===== config.mk =====
export PLATFORM = sky130hd
export DESIGN_NAME = dvl_shade_lane
export DESIGN_NICKNAME = d
export VERILOG_FILES = /design/src/rtl/dvl_pkg.sv /design/src/rtl/dvl_shade_lane.sv
export SDC_FILE = /design/constraint.sdc
export NUM_CORES = 1
export LEC_CHECK = 0
export ABC_AREA = 1
export BUFFER_PORTS_ARGS = -buffer_cell sky130_fd_sc_hd__clkbuf_2
export CAP_MARGIN = 20
export CORE_MARGIN = 2
export CORE_UTILIZATION = 48
export CTS_BUF_LIST = sky130_fd_sc_hd__clkbuf_16
export DETAILED_ROUTE_END_ITERATION = 8
export GPL_ROUTABILITY_DRIVEN = 0
export GPL_TIMING_DRIVEN = 0
export PLACE_DENSITY_LB_ADDON = 0.08
export SYNTH_ARGS = -nofsm -noshare
export SYNTH_HDL_FRONTEND = slang
export SYNTH_SLANG_ARGS = --single-unit

===== constraint.sdc =====
create_clock -name clk_i -period 13.3 [get_ports clk_i]
set_input_delay 2.66 -clock clk_i [delete_from_list [all_inputs] [get_ports clk_i]]
set_output_delay 2.66 -clock clk_i [all_outputs]
set_load 0.02 [all_outputs]

===== src/rtl/dvl_pkg.sv =====
// shared types, register codes and helpers for the directional vertex lighting core
package dvl_pkg;

  localparam int unsigned LaneW   = 16;
  localparam int unsigned NLanes  = 4;
  localparam int unsigned CfgW    = LaneW * NLanes;
  localparam int unsigned CfgIdxW = 3;
  localparam int unsigned Depth   = 5;

  // configuration register indexes
  typedef enum logic [CfgIdxW-1:0] {
    CfgNormalOffset   = 3'd0,
    CfgLightDirection = 3'd1,
    CfgAmbientTerm    = 3'd2,
    CfgLitColor       = 3'd3,
    CfgIncidentShadow = 3'd4,
    CfgBackShade      = 3'd5,
    CfgTranslucent    = 3'd6
  } dvl_cfg_e;

  // facing factors handed to the shading lanes
  typedef struct packed {
    logic [LaneW-1:0] pos;  // max(s,0)
    logic [LaneW-1:0] neg;  // ~s when s is negative, else all ones
  } dvl_factor_t;

  // arithmetic shift right by 4, then clamp to 0..255
  function automatic logic [7:0] shift_clamp(input logic [LaneW-1:0] w);
    logic [7:0] r;
    if (w[LaneW-1]) begin
      r = 8'd0;
    end else if (w[LaneW-2:12] != '0) begin
      r = 8'hFF;
    end else begin
      r = w[11:4];
    end
    return r;
  endfunction

endpackage


===== src/rtl/dvl_shade_lane.sv =====
// one shading lane: two signed high-half products, sum with ambient, clamp to a byte
module dvl_shade_lane (
  input  logic                       clk_i,
  input  dvl_pkg::dvl_factor_t       factor_i,
  input  logic [dvl_pkg::LaneW-1:0]  ambient_i,
  input  logic [dvl_pkg::LaneW-1:0]  coef_pos_i,
  input  logic [dvl_pkg::LaneW-1:0]  coef_neg_i,
  output logic [7:0]                 byte_o
);

  logic signed [2*dvl_pkg::LaneW-1:0] prod_pos, prod_neg;
  logic [dvl_pkg::LaneW-1:0] hi_pos_d, hi_pos_q, hi_neg_d, hi_neg_q;
  logic [dvl_pkg::LaneW-1:0] amb_q;
  logic [dvl_pkg::LaneW-1:0] total;
  logic [7:0] byte_d, byte_q;

  assign prod_pos = $signed(coef_pos_i) * $signed(factor_i.pos);
  assign prod_neg = $signed(coef_neg_i) * $signed(factor_i.neg);
  assign hi_pos_d = prod_pos[2*dvl_pkg::LaneW-1:dvl_pkg::LaneW];
  assign hi_neg_d = prod_neg[2*dvl_pkg::LaneW-1:dvl_pkg::LaneW];

  // product stage
  always_ff @(posedge clk_i) begin
    hi_pos_q <= hi_pos_d;
    hi_neg_q <= hi_neg_d;
    amb_q    <= ambient_i;
  end

  // wrapping 16-bit sum
  assign total  = amb_q + hi_pos_q + hi_neg_q;
  assign byte_d = dvl_pkg::shift_clamp(total);

  always_ff @(posedge clk_i) begin
    byte_q <= byte_d;
  end

  assign byte_o = byte_q;

endmodule


==> impl_metrics.ini <==
[drt]
wl_per_cell_um = 17.1
routed_wl_um = 62300
drc = 0
ant_nets = 0
drt-initial-drc-count = 1449
viasPerCell = 4.97
dr.pass1.iters = 5
vias = 18100

[worst_setup_path]
cp.required_ns = 13.46
reg2reg_from = amb_q[8]$_DFF_P_
r2r_slack_ns = 10.93
path_class = input port to register
startpoint = factor_i[6]
cp-start-kind = input port
crit_arrival_ns = 9.30
path_max_fanout = 10
end_kind = register

[sta]
worstMarginPinSlew_ns = 0.772
period_minus_slack_ns = 9.14
hold_viol_final = 0
fin_tns_setup_ns = 0
finalClockSkew_ns = 0.00442
setup_viol = 0
maxClockFrequency_mhz = 109
slew_viol_final = 0
slew_headroom_pct = 48.5
grt_setup_unrepaired = no
fin_crit_sh_pct = 68.7

[clock_network]
cts_tree = done
cts_buffers = 5
clock_sinks = 56
root_buffer = clkbuf_16
cts_resized = 0
path_clk_slew_ns = 0.07
clock_latency_ns = 0.29
clk_path_buf_depth = 2
htreeDepth = 2
postCtsSetupBuffers = 0
postCtsHoldBufs = 0

[global_routing]
grt_usage_pct = 26.1
antenna_found_initial = 0
grt_pass1_vias = 18900
grt_pass1_wl_um = 101000
grt_overflow = 0
grt_start_max_net_pins = 18

[synth]
yosysWarnings = 0
syn_nets = 3775
ys_ff_latch = 56
syn-mean-instance-area_um2 = 7.74
ys_seq_area_share_pct = 4.85
ys_types = 39
syn_area_mm2 = 0.0231
syn_inst = 2986
synth-main-ff-cell = dfxtp_1
async_flop_share_pct = 0
synth_edf_count = 0

[die]
start_util_pct = 48.5
rows = 80
core_mm2 = 0.0476
die_w_um = 223
pin_count = 89
die_area_mm2 = 0.0499
die_h_um = 223

[finish]
multi_input_area_mm2 = 0.0181
regArea_mm2 = 0.00112
final_cell_mix = inv_1 (929), nand2_1 (749), fa_1 (536)
fillers = 4777
final_common_cell = inv_1
area_growth_pct = 4.89
layout-drive-gt1-share_pct = 2.90
nNetsFinal = 3820

[worst_hold_path]
hold_class = register to register
worstHoldStart = amb_q[15]$_DFF_P_

[run]
drv_cap = 0

[place]
hpwl_um = 55400
portBuffers = 38

[status]
status = finished, final reports clean
[routing by layer]
metal / routed length (um) / up-vias / track usage (%)
met1: 29300 / 9016 / 39.6
met5: 0 / - / 0
li1: - / 8492 / -
met4: 645 / 0 / 2.90
met3: 4390 / 40 / 2.99
met2: 28000 / 578 / 41.5
[stage by stage]
step                instance area [um^2]  setup slack, ns  hold slack, ns  instances  util (%)
finish                             24200             4.16           0.885       3648      50.9
floorplan                          23100             5.43           0.791       2986         -
detailed placement                 24100             4.00           0.883       3639      50.5
CTS                                24200             4.27           0.903       3647      50.9
global placement                   24100             4.05           0.865       3639      50.5
global route                       24200             3.82           0.968       3647      50.9
[critical path, stage by stage]
cell and delay [ns]:
clkbuf_1 0.48, clkbuf_1 0.65, nand2_1 0.14, fa_1 0.54
inv_1 0.07, fa_1 0.79, fa_1 0.54, fa_1 0.53
fa_1 0.50, inv_1 0.05, fa_1 0.48, inv_1 0.04
ha_1 0.43, nand2_1 0.09, inv_1 0.11, nand3_1 0.16
nor4_1 0.49, nand2_1 0.09, o21bai_1 0.24, nand3_1 0.10
nand2_1 0.11
[final cells by class]
class	count	share of cell area (%)
multi-input combinational	1884	74.5
inverter	932	14.4
sequential	56	4.63
tap	615	3.17
buffer	114	1.79
timing repair buffer	38	0.785
clock buffer	5	0.516
clock inverter	3	0.176
antenna	1	0.0103
[synthesized netlist by cell type, types with 5 or more instances]
cell type	count	area share [%]
dfxtp_1	56	4.9
or2_2	9	0.24
xor2_1	28	1.1
nand4_1	9	0.24
inv_1	929	15
clkbuf_1	107	1.7
a31oi_1	8	0.22
nor4_1	5	0.14
nand3_1	67	1.5
fa_1	536	46
xnor2_1	14	0.53
o21ai_0	33	0.71
ha_1	172	9.3
nand2_1	749	12
nand2_2	9	0.24
a21oi_1	65	1.4
nor3_1	17	0.37
a21o_1	9	0.29
nor2_1	113	1.8
o21bai_1	10	0.32
[flip-flops by register name, summed over array words and instances, names as in the netlist]
| signal | count |
|---|---|
| amb_q | 16 |
| hi_neg_q | 16 |
| hi_pos_q | 16 |
| byte_o | 8 |
[worst paths after layout]
path | cells past startpoint | to
setup / recovery | 21 | hi_neg_q[14]$_DFF_P_
setup reg to reg | 12 | byte_o[7]$_SDFF_PP0_
hold reg to reg | 6 | byte_o[5]$_SDFF_PP0_
hold / removal | 6 | byte_o[5]$_SDFF_PP0_
[kinds of logic after synthesis]
family	synth area share, %
simple gates	17.3
fa+ha+maj	55.7
xor+xnor	1.59
flops	4.85
buf+inv	17.0
compound gates	3.52
Power is not shown: default switching activity piles up to over one toggle a cycle in this logic, so the estimate is an artifact.
